**config.mk**
```make
export PLATFORM = sky130hd
export DESIGN_NAME = segment_box_nearest_hit_unit
export DESIGN_NICKNAME = d
export VERILOG_FILES = /design/src/rtl/core/sbnh_pkg.sv /design/src/rtl/core/sbnh_div.sv /design/src/rtl/core/segment_box_nearest_hit_unit.sv
export SDC_FILE = /design/constraint.sdc
export NUM_CORES = 2
export LEC_CHECK = 0
export BUFFER_PORTS_ARGS = -buffer_cell sky130_fd_sc_hd__buf_4
export CORE_UTILIZATION = 36
export CTS_CLUSTER_SIZE = 10
export DETAILED_ROUTE_END_ITERATION = 10
export SYNTH_ARGS = -nofsm -noshare
export SYNTH_HDL_FRONTEND = slang
export SYNTH_SLANG_ARGS = --single-unit
```
**constraint.sdc**
```tcl
create_clock -name i_clk -period 10.8 [get_ports i_clk]
set_clock_uncertainty 0.05 [all_clocks]
set_input_delay 0.54 -clock i_clk [delete_from_list [all_inputs] [get_ports i_clk]]
set_output_delay 0.54 -clock i_clk [all_outputs]
set_load 0.02 [all_outputs]
```
**src/rtl/core/sbnh_pkg.sv**
```systemverilog
`timescale 1ns / 1ps
// ----------------------------------------------------------------------------
// sbnh_pkg
// Shared types and constants of the segment / box nearest-hit unit.
// ----------------------------------------------------------------------------
package sbnh_pkg;

    localparam int COORD_W    = 32;
    localparam int OFF_W      = COORD_W + 1;   // difference of two coordinates
    localparam int MFRAC_W    = 17;            // max_fraction and hit_fraction
    localparam int FRAC_W     = MFRAC_W + 2;   // signed fraction, [-2.0, 2.0]
    localparam int Q_SHIFT    = 16;
    localparam int DIV_STEPS  = 17;            // quotient bits below saturation
    localparam int QMAG_W     = DIV_STEPS + 1;
    localparam int DIV_W      = OFF_W + DIV_STEPS;
    localparam int STEP_W     = $clog2(DIV_STEPS + 1);
    localparam int ONE_Q16    = 65536;
    localparam int SAT_Q16    = 131072;

    localparam int MAX_BOXES  = 1024;
    localparam int BOX_IDX_W  = $clog2(MAX_BOXES);
    localparam int HIT_BOX_W  = 10;

    localparam int CFG_IDX_W  = 3;
    localparam int CFG_DATA_W = COORD_W;

    // configuration register indexes
    localparam logic [CFG_IDX_W-1:0] CFG_START_X  = 3'd0;
    localparam logic [CFG_IDX_W-1:0] CFG_START_Y  = 3'd1;
    localparam logic [CFG_IDX_W-1:0] CFG_START_Z  = 3'd2;
    localparam logic [CFG_IDX_W-1:0] CFG_END_X    = 3'd3;
    localparam logic [CFG_IDX_W-1:0] CFG_END_Y    = 3'd4;
    localparam logic [CFG_IDX_W-1:0] CFG_END_Z    = 3'd5;
    localparam logic [CFG_IDX_W-1:0] CFG_MAX_FRAC = 3'd6;

    // normal axis codes
    localparam logic [1:0] AXIS_X    = 2'd0;
    localparam logic [1:0] AXIS_Y    = 2'd1;
    localparam logic [1:0] AXIS_Z    = 2'd2;
    localparam logic [1:0] AXIS_NONE = 2'd3;

    typedef logic signed [COORD_W-1:0] t_coord;
    typedef logic signed [OFF_W-1:0]   t_off;
    typedef logic signed [FRAC_W-1:0]  t_frac;

    localparam t_frac FRAC_ONE = t_frac'(ONE_Q16);

    typedef struct packed {
        t_coord box_min_x;
        t_coord box_min_y;
        t_coord box_min_z;
        t_coord box_max_x;
        t_coord box_max_y;
        t_coord box_max_z;
        logic   last_box;
    } t_box;

    typedef struct packed {
        logic                 found;
        logic [HIT_BOX_W-1:0] hit_box;
        logic [MFRAC_W-1:0]   hit_fraction;
        logic [1:0]           normal_axis;
        logic                 normal_positive;
        logic                 start_solid;
        logic                 all_solid;
    } t_hit;

endpackage

```
**src/rtl/core/sbnh_div.sv**
```systemverilog
`timescale 1ns / 1ps
// ----------------------------------------------------------------------------
// sbnh_div
// Radix-2 restoring divider for one Q.16 slab fraction: (num << 16) / den,
// truncated toward zero and saturated to [-2.0, 2.0]. One bit per cycle.
// ----------------------------------------------------------------------------
module sbnh_div import sbnh_pkg::*; (
    input  logic  i_clk,
    input  logic  i_rst_n,
    input  logic  i_start,
    input  t_off  i_num,
    input  t_off  i_den,
    output logic  o_done,
    output t_frac o_quot
);

    logic              r_busy;
    logic              r_done;
    logic              r_neg;
    logic [STEP_W-1:0] r_step;
    logic [DIV_W-1:0]  r_rem;
    logic [DIV_W-1:0]  r_dsh;
    logic [QMAG_W-1:0] r_q;
    t_frac             r_quot;

    logic [OFF_W-1:0]  num_mag;
    logic [OFF_W-1:0]  den_mag;
    logic [DIV_W:0]    diff;
    logic              ge;
    logic [QMAG_W-1:0] n_q;
    logic [QMAG_W-1:0] fin_mag;
    t_frac             fin_pos;
    logic              fin;

    assign num_mag = i_num[OFF_W-1] ? OFF_W'(-i_num) : OFF_W'(i_num);
    assign den_mag = i_den[OFF_W-1] ? OFF_W'(-i_den) : OFF_W'(i_den);

    // one shared subtract and compare
    assign diff = {1'b0, r_rem} - {1'b0, r_dsh};
    assign ge   = ~diff[DIV_W];
    assign n_q  = {r_q[QMAG_W-2:0], ge};

    always_comb begin
        fin     = 1'b0;
        fin_mag = n_q;
        if (r_busy) begin
            if (r_step == STEP_W'(DIV_STEPS)) begin
                // first step checks the quotient against the saturation bound
                fin     = ge;
                fin_mag = QMAG_W'(SAT_Q16);
            end else begin
                fin     = (r_step == '0);
            end
        end
    end

    assign fin_pos = t_frac'({1'b0, fin_mag});

    always_ff @(posedge i_clk) begin
        if (!i_rst_n) begin
            r_busy <= 1'b0;
            r_done <= 1'b0;
        end else begin
            r_done <= fin;
            if (i_start) begin
                r_busy <= 1'b1;
            end else if (fin) begin
                r_busy <= 1'b0;
            end
        end
    end

    always_ff @(posedge i_clk) begin
        if (i_start) begin
            r_rem  <= DIV_W'({num_mag, {Q_SHIFT{1'b0}}});
            r_dsh  <= DIV_W'({den_mag, {DIV_STEPS{1'b0}}});
            r_neg  <= i_num[OFF_W-1] ^ i_den[OFF_W-1];
            r_step <= STEP_W'(DIV_STEPS);
            r_q    <= '0;
        end else if (r_busy) begin
            r_dsh  <= r_dsh >> 1;
            r_step <= r_step - 1'b1;
            if (r_step != STEP_W'(DIV_STEPS)) begin
                r_q <= n_q;
                if (ge) begin
                    r_rem <= diff[DIV_W-1:0];
                end
            end
        end
        if (fin) begin
            r_quot <= r_neg ? -fin_pos : fin_pos;
        end
    end

    assign o_done = r_done;
    assign o_quot = r_quot;

endmodule

```
**src/rtl/core/segment_box_nearest_hit_unit.sv**
```systemverilog
`timescale 1ns / 1ps
// ----------------------------------------------------------------------------
// segment_box_nearest_hit_unit
// Slab test of a fixed segment against a stream of boxes; nearest hit kept.
// ----------------------------------------------------------------------------
// One box is taken at a time. A box with a min above its max skips the slab
// work and goes straight to S_FINISH. Otherwise each axis with nonzero segment
// extent forms two fractions on the shared bit-serial divider, one after the
// other, so a box takes less time where an axis is parallel to the segment
// or a quotient saturates on its first step. The box marked last
// passes through S_EMIT to hand its result to the output register;
// the next box can be taken while that result waits on the output.
// Configuration must be written only while no box is in flight; the unit itself does not enforce this.
// ----------------------------------------------------------------------------
module segment_box_nearest_hit_unit import sbnh_pkg::*; (
    input  logic                  i_clk,
    input  logic                  i_rst_n,
    input  logic                  i_cfg_we,
    input  logic [CFG_IDX_W-1:0]  i_cfg_index,
    input  logic [CFG_DATA_W-1:0] i_cfg_data,
    input  logic                  i_in_valid,
    output logic                  o_in_ready,
    input  t_box                  i_in_data,
    output logic                  o_out_valid,
    input  logic                  i_out_ready,
    output t_hit                  o_out_data
);

    localparam logic [2:0] S_IDLE   = 3'd0;
    localparam logic [2:0] S_AXIS   = 3'd1;
    localparam logic [2:0] S_LO     = 3'd2;
    localparam logic [2:0] S_HI     = 3'd3;
    localparam logic [2:0] S_FINISH = 3'd4;
    localparam logic [2:0] S_EMIT   = 3'd5;

    // configuration
    t_coord               r_start_x, r_start_y, r_start_z;
    t_coord               r_end_x, r_end_y, r_end_z;
    logic [MFRAC_W-1:0]   r_max_frac;

    // sequencer and per-box work
    logic [2:0]           r_state;
    logic [1:0]           r_axis;
    t_box                 r_box;
    logic                 r_box_ok;
    logic                 r_intersects;
    logic                 r_inside;
    t_frac                r_enter;
    t_frac                r_leave;
    t_frac                r_near;
    logic [1:0]           r_axis_sel;
    logic                 r_sign_sel;

    // trace state
    logic [BOX_IDX_W-1:0] r_box_cnt;
    logic [MFRAC_W-1:0]   r_best_frac;
    logic [BOX_IDX_W-1:0] r_best_box;
    logic [1:0]           r_best_axis;
    logic                 r_best_sign;
    logic                 r_best_start_solid;
    logic                 r_best_all_solid;
    logic                 r_any_found;

    logic                 r_out_valid;
    t_hit                 r_out;

    t_coord               ax_s, ax_e, ax_min, ax_max;
    t_off                 ax_d, off_lo, off_hi;
    logic                 ax_in;
    logic                 div_start;
    logic                 div_done;
    t_frac                div_quot;
    t_off                 div_num;
    logic                 in_accept;
    logic                 box_ok_in;
    t_frac                near_v, far_v;
    logic                 sg_v;
    logic                 hit;
    logic                 bound_ok;
    logic                 emit_go;
    logic                 last_axis;

    always_comb begin
        unique case (r_axis)
            AXIS_X: begin
                ax_s = r_start_x; ax_e = r_end_x;
                ax_min = r_box.box_min_x; ax_max = r_box.box_max_x;
            end
            AXIS_Y: begin
                ax_s = r_start_y; ax_e = r_end_y;
                ax_min = r_box.box_min_y; ax_max = r_box.box_max_y;
            end
            default: begin
                ax_s = r_start_z; ax_e = r_end_z;
                ax_min = r_box.box_min_z; ax_max = r_box.box_max_z;
            end
        endcase
    end

    assign ax_d   = {ax_e[COORD_W-1], ax_e} - {ax_s[COORD_W-1], ax_s};
    assign off_lo = {ax_min[COORD_W-1], ax_min} - {ax_s[COORD_W-1], ax_s};
    assign off_hi = {ax_max[COORD_W-1], ax_max} - {ax_s[COORD_W-1], ax_s};
    assign ax_in  = (ax_s >= ax_min) && (ax_s <= ax_max);

    assign div_start = ((r_state == S_AXIS) && r_box_ok && (ax_d != '0)) ||
                       ((r_state == S_LO) && div_done);
    assign div_num   = (r_state == S_AXIS) ? off_lo : off_hi;

    sbnh_div u_div (
        .i_clk   (i_clk),
        .i_rst_n (i_rst_n),
        .i_start (div_start),
        .i_num   (div_num),
        .i_den   (ax_d),
        .o_done  (div_done),
        .o_quot  (div_quot)
    );

    assign o_in_ready = (r_state == S_IDLE);
    assign in_accept  = i_in_valid && o_in_ready;
    assign box_ok_in  = (i_in_data.box_min_x <= i_in_data.box_max_x) &&
                        (i_in_data.box_min_y <= i_in_data.box_max_y) &&
                        (i_in_data.box_min_z <= i_in_data.box_max_z);

    // order the slab ends; a swap flips the normal to +1
    always_comb begin
        if (r_near > div_quot) begin
            near_v = div_quot;
            far_v  = r_near;
            sg_v   = 1'b1;
        end else begin
            near_v = r_near;
            far_v  = div_quot;
            sg_v   = 1'b0;
        end
    end

    assign last_axis = (r_axis == AXIS_Z);
    assign bound_ok  = (r_max_frac != '0) && (r_max_frac <= MFRAC_W'(ONE_Q16));
    assign hit = r_box_ok && r_intersects && (r_enter <= r_leave) && bound_ok &&
                 (r_enter < t_frac'({2'b00, r_max_frac})) &&
                 (!r_any_found || (r_enter < t_frac'({2'b00, r_best_frac})));
    assign emit_go = (r_state == S_EMIT) && (!r_out_valid || i_out_ready);

    // configuration writes
    always_ff @(posedge i_clk) begin
        if (!i_rst_n) begin
            r_start_x  <= '0;
            r_start_y  <= '0;
            r_start_z  <= '0;
            r_end_x    <= '0;
            r_end_y    <= '0;
            r_end_z    <= '0;
            r_max_frac <= MFRAC_W'(ONE_Q16);
        end else if (i_cfg_we) begin
            case (i_cfg_index)
                CFG_START_X:  r_start_x  <= i_cfg_data;
                CFG_START_Y:  r_start_y  <= i_cfg_data;
                CFG_START_Z:  r_start_z  <= i_cfg_data;
                CFG_END_X:    r_end_x    <= i_cfg_data;
                CFG_END_Y:    r_end_y    <= i_cfg_data;
                CFG_END_Z:    r_end_z    <= i_cfg_data;
                CFG_MAX_FRAC: r_max_frac <= i_cfg_data[MFRAC_W-1:0];
                default: ;
            endcase
        end
    end

    // sequencer
    always_ff @(posedge i_clk) begin
        if (!i_rst_n) begin
            r_state <= S_IDLE;
        end else begin
            unique case (r_state)
                S_IDLE: begin
                    if (in_accept) r_state <= S_AXIS;
                end
                S_AXIS: begin
                    if (!r_box_ok) begin
                        r_state <= S_FINISH;
                    end else if (ax_d != '0) begin
                        r_state <= S_LO;
                    end else if (last_axis) begin
                        r_state <= S_FINISH;
                    end
                end
                S_LO: begin
                    if (div_done) r_state <= S_HI;
                end
                S_HI: begin
                    if (div_done) r_state <= last_axis ? S_FINISH : S_AXIS;
                end
                S_FINISH: begin
                    r_state <= r_box.last_box ? S_EMIT : S_IDLE;
                end
                S_EMIT: begin
                    if (emit_go) r_state <= S_IDLE;
                end
                default: r_state <= S_IDLE;
            endcase
        end
    end

    // per-box slab work
    always_ff @(posedge i_clk) begin
        if (in_accept) begin
            r_box        <= i_in_data;
            r_box_ok     <= box_ok_in;
            r_axis       <= AXIS_X;
            r_intersects <= 1'b1;
            r_inside     <= 1'b1;
            r_enter      <= '0;
            r_leave      <= FRAC_ONE;
            r_axis_sel   <= AXIS_NONE;
            r_sign_sel   <= 1'b0;
        end
        if ((r_state == S_AXIS) && r_box_ok) begin
            r_inside <= r_inside && ax_in;
            if (ax_d == '0) begin
                // parallel axis: only the outside test applies
                if (!ax_in) r_intersects <= 1'b0;
                r_axis <= r_axis + 1'b1;
            end
        end
        if ((r_state == S_LO) && div_done) begin
            r_near <= div_quot;
        end
        if ((r_state == S_HI) && div_done) begin
            if (near_v > r_enter) begin
                r_enter    <= near_v;
                r_axis_sel <= r_axis;
                r_sign_sel <= sg_v;
            end
            if (far_v < r_leave) r_leave <= far_v;
            r_axis <= r_axis + 1'b1;
        end
    end

    // trace state and best hit
    always_ff @(posedge i_clk) begin
        if (!i_rst_n) begin
            r_box_cnt          <= '0;
            r_best_frac        <= MFRAC_W'(ONE_Q16);
            r_best_box         <= '0;
            r_best_axis        <= AXIS_NONE;
            r_best_sign        <= 1'b0;
            r_best_start_solid <= 1'b0;
            r_best_all_solid   <= 1'b0;
            r_any_found        <= 1'b0;
        end else if (r_state == S_FINISH) begin
            r_box_cnt <= (r_box_cnt == BOX_IDX_W'(MAX_BOXES - 1)) ? '0 :
                         r_box_cnt + 1'b1;
            if (hit) begin
                r_best_frac        <= r_enter[MFRAC_W-1:0];
                r_best_box         <= r_box_cnt;
                r_best_axis        <= r_axis_sel;
                r_best_sign        <= r_sign_sel;
                r_best_start_solid <= r_inside;
                r_best_all_solid   <= r_inside && (r_leave >= FRAC_ONE);
                r_any_found        <= 1'b1;
            end
        end else if (emit_go) begin
            r_box_cnt          <= '0;
            r_best_frac        <= r_max_frac;
            r_best_box         <= '0;
            r_best_axis        <= AXIS_NONE;
            r_best_sign        <= 1'b0;
            r_best_start_solid <= 1'b0;
            r_best_all_solid   <= 1'b0;
            r_any_found        <= 1'b0;
        end
    end

    // output register
    always_ff @(posedge i_clk) begin
        if (!i_rst_n) begin
            r_out_valid <= 1'b0;
        end else if (emit_go) begin
            r_out_valid <= 1'b1;
        end else if (i_out_ready) begin
            r_out_valid <= 1'b0;
        end
    end

    always_ff @(posedge i_clk) begin
        if (emit_go) begin
            if (r_any_found) begin
                r_out.found           <= 1'b1;
                r_out.hit_box         <= HIT_BOX_W'(r_best_box);
                r_out.hit_fraction    <= r_best_frac;
                r_out.normal_axis     <= r_best_axis;
                r_out.normal_positive <= r_best_sign;
                r_out.start_solid     <= r_best_start_solid;
                r_out.all_solid       <= r_best_all_solid;
            end else begin
                r_out.found           <= 1'b0;
                r_out.hit_box         <= '0;
                r_out.hit_fraction    <= '0;
                r_out.normal_axis     <= AXIS_NONE;
                r_out.normal_positive <= 1'b0;
                r_out.start_solid     <= 1'b0;
                r_out.all_solid       <= 1'b0;
            end
        end
    end

    assign o_out_valid = r_out_valid;
    assign o_out_data  = r_out;

endmodule

```
==> reports/qor.csv <==
stage,metric,value,unit
run_status,status,completed,
die,die_area,123000,um^2
clocking,cts_tree,done,
die,die_h,351,um
sta,setup_viol,0,
route,routed_via_density,5.51,
sta,whs,0.0333,ns
placed_design,portBuffers,267,
route,wl_met3,8400,um
clocking,path_clk_slew,0.06,ns
placed_design,gp_congestion,0.954,
route,wl_met2,67800,um
route,detail_route.first_pass.iterations,5,
die,ios,268,
die,initial_core_util,36.4,%
setup_path,ff2ff_path_depth,23,
min_path,worstHoldPathCells,1,
job,max-cap-violations,0,
final_layout,layout_common_cells,"869 x nand2_1, 526 x a21oi_1, 357 x dfxtp_1",
final_layout,nFillCells,11800,
setup_path,cpMostUsedCell,buf_4,
route,routed_wl,147000,um
sta,finalHoldViolCount,0,
route,route.detailed.drc,0,
die,fp.dieW,351,um
grt,antenna_found_initial,4,
synthesis,synthCells,5004,
synthesis,synth.distinct_cells,110,
power_and_ir_drop,max-vdd-ir-drop,0.133,mV
final_layout,area_growth,16.7,%
setup_path,cp_max_fo,64,
final_layout,seq_area,17200,um^2
setup_path,slowest_delay,0.62,ns
clocking,cts_max_level,3,
power_and_ir_drop,power-per-cell-area,178,nW/um^2
route,wl_per_cell,21.1,um
min_path,hp-class,input port to flip-flop,
route,top_layer,met5,
sta,rsz0062_at_grt,no,
route,drt_iter0_drc,3077,
route,wl_met1,62900,um
clocking,root_buffer,clkbuf_16,
clocking,cts_sinks,691,
die,row_count,127,
final_layout,drive_gt1_share,10.6,%
clocking,numCtsBuffers,85,
die,core_area,120000,um^2
route,postRouteAntennaNets,0,
setup_path,path_cells,"inv_1, ha_4, nor2_4, buf_4, buf_4, a21oi_1, ha_1, nand2_1, nor4b_1, and2_1, nand3_1, o221ai_1, nor2_1, nor3b_4, nand3b_2, nor4_2, nand3_2, a31oi_4, buf_4, inv_4, buf_4, or4_1, o21ai_1",
sta,slew-limit-headroom,19.3,%
power_and_ir_drop,leakage,20.3,nW
synthesis,avgSynthCellArea,8.74,um^2
setup_path,cp_data_arrival_time,8.23,ns
final_layout,fin_nets,5855,
sta,drv_slew,0,
sta,tightest_slew,1.21,ns
sta,fmax,129,MHz
setup_path,crit_slowest_cell,buf_4,
grt,grt_pass1_wl,221000,um
sta,setup_tns,0,ns
grt,grt_overflow_total,0,
grt,grt_max_degree,124,
setup_path,endpoint_kind,flip-flop,
final_layout,fin_util,42.5,%
placed_design,hpwlAfterDp,110000,um
setup_path,crit_required,11.26,ns
clocking,cts_buffer_depth,3,
synthesis,synth_warnings,0,
setup_path,cp-start-kind,flip-flop,
setup_path,worstSetupPathType,flip-flop to flip-flop,
clocking,cts_setup_buffers,0,
final_layout,mostFrequentLayoutCell,nand2_1,
synthesis,synthFlopType,dfxtp_1,
grt,grt.total_usage,23.3,%
synthesis,async_reset_ff_share,0,%
synthesis,mappedNetlistArea,43800,um^2
synthesis,ys_ff_latch,691,
final_layout,multi_input_area,24600,um^2
clocking,clk_latency,0.69,ns
sta,period_share,71.9,%
sta,fin_crit,7.77,ns
synthesis,synth_edf_count,333,
route,vias,38400,
synthesis,syn_nets,5571,
synthesis,ys_seq_area_share,39.2,%
grt,grt_pass1_vias,36500,
-- Yosys cell counts (28+ instances only) --
cell | number | area [um^2]
nand4_1 | 65 | 407
nand3_1 | 82 | 410
and3_1 | 33 | 206
inv_1 | 308 | 1160
nor3b_1 | 28 | 210
nor2_1 | 243 | 912
a22oi_1 | 92 | 691
nor3_1 | 56 | 280
o21ai_0 | 179 | 896
clkbuf_1 | 183 | 687
a21oi_1 | 526 | 2630
edfxtp_1 | 333 | 10000
mux2_2 | 60 | 676
nand2_1 | 872 | 3270
xnor2_1 | 116 | 1020
o21a_1 | 55 | 413
a211oi_1 | 42 | 315
a21o_1 | 136 | 1020
ha_1 | 330 | 4130
a22o_1 | 51 | 447
and2_1 | 54 | 338
nand2b_1 | 45 | 282
dfxtp_1 | 358 | 7170
a31oi_1 | 47 | 294
xor2_1 | 67 | 587
nor2b_1 | 42 | 263
mux2i_1 | 71 | 711
o211ai_1 | 55 | 413
-- state kept, by name (all words and copies together), names as in the netlist, 17 cells and up --
name	count
r_box	193
u_div.r_dsh	50
u_div.r_rem	50
o_out_data	33
r_end_x	32
r_end_y	32
r_end_z	32
r_start_x	32
r_start_y	32
r_start_z	32
r_enter	19
r_leave	19
r_near	19
u_div.o_quot	19
r_best_frac	17
r_max_frac	17
u_div.r_q	17
-- final timing paths --
path	from	end	slack, ns
worst min-delay path	i_in_data[80]	r_box[80]	0.03
worst min register to register	r_best_start_solid	r_best_start_solid	0.40
worst max-delay path	r_axis[0]	u_div.r_rem[19]	3.03
worst max register to register	r_axis[0]	u_div.r_rem[19]	3.03
-- cell families after synthesis --
group                      after synthesis  synth area share, %
and+or+nand+nor                       1685                 18.1
AOI/OAI and AO/OA                     1428                 21.2
DFF                                    691                 39.2
buffers and inverters                  543                 4.85
adders and majority gates              342                 9.80
xor gates and xnor gates               183                 3.66
muxes                                  132                 3.19
-- critical path, delay by kind of cell (launching register included) --
kind / cells / cell delay (ns)
fa+ha+maj: 2 / 0.94
flops: 1 / 0.42
buf+inv: 6 / 2.24
compound gates: 4 / 0.78
simple gates: 11 / 3.03
-- layer usage --
layer / vias up / global-route usage (%)
met3: 288 / 3.49
met2: 1225 / 38.3
met1: 18200 / 29.6
met5: - / 0
li1: 18600 / -
met4: 2 / 11.8
-- per-stage QoR --
step	instances	setup WS [ns]	area (um^2)	total power, W
after floorplan	5004	3.19	43800	0.00541
after global placement	6689	3.25	47200	0.00631
after detailed placement	6689	3.13	47200	0.00632
after CTS	6964	3.08	51100	0.00908
after global routing	6965	2.46	51100	0.00954
final	6968	3.03	51100	0.00908
-- power breakdown --
group          switching (W)  internal, W  leakage [nW]
Sequential          0.000132      0.00309          5.97
Combinational        0.00199      0.00115          13.1
Clock                0.00117      0.00154          1.24
-- layout make-up --
class	count	area share [%]
multi-input combinational	3770	48.1
tap	1612	3.95
antenna	4	0.0196
sequential	691	33.6
inverter	310	2.31
clock buffer	136	4.66
clock inverter	15	0.438
timing repair buffer	430	6.95
-- what timing repair did --
action | in CTS | in global routing
gates resized for setup | 0 | 0
setup endpoints to repair | 0 | 0
hold buffers | 124 | 0
endpoints found under the hold margin | 124 | 0
(Power assumes the default switching activity.)
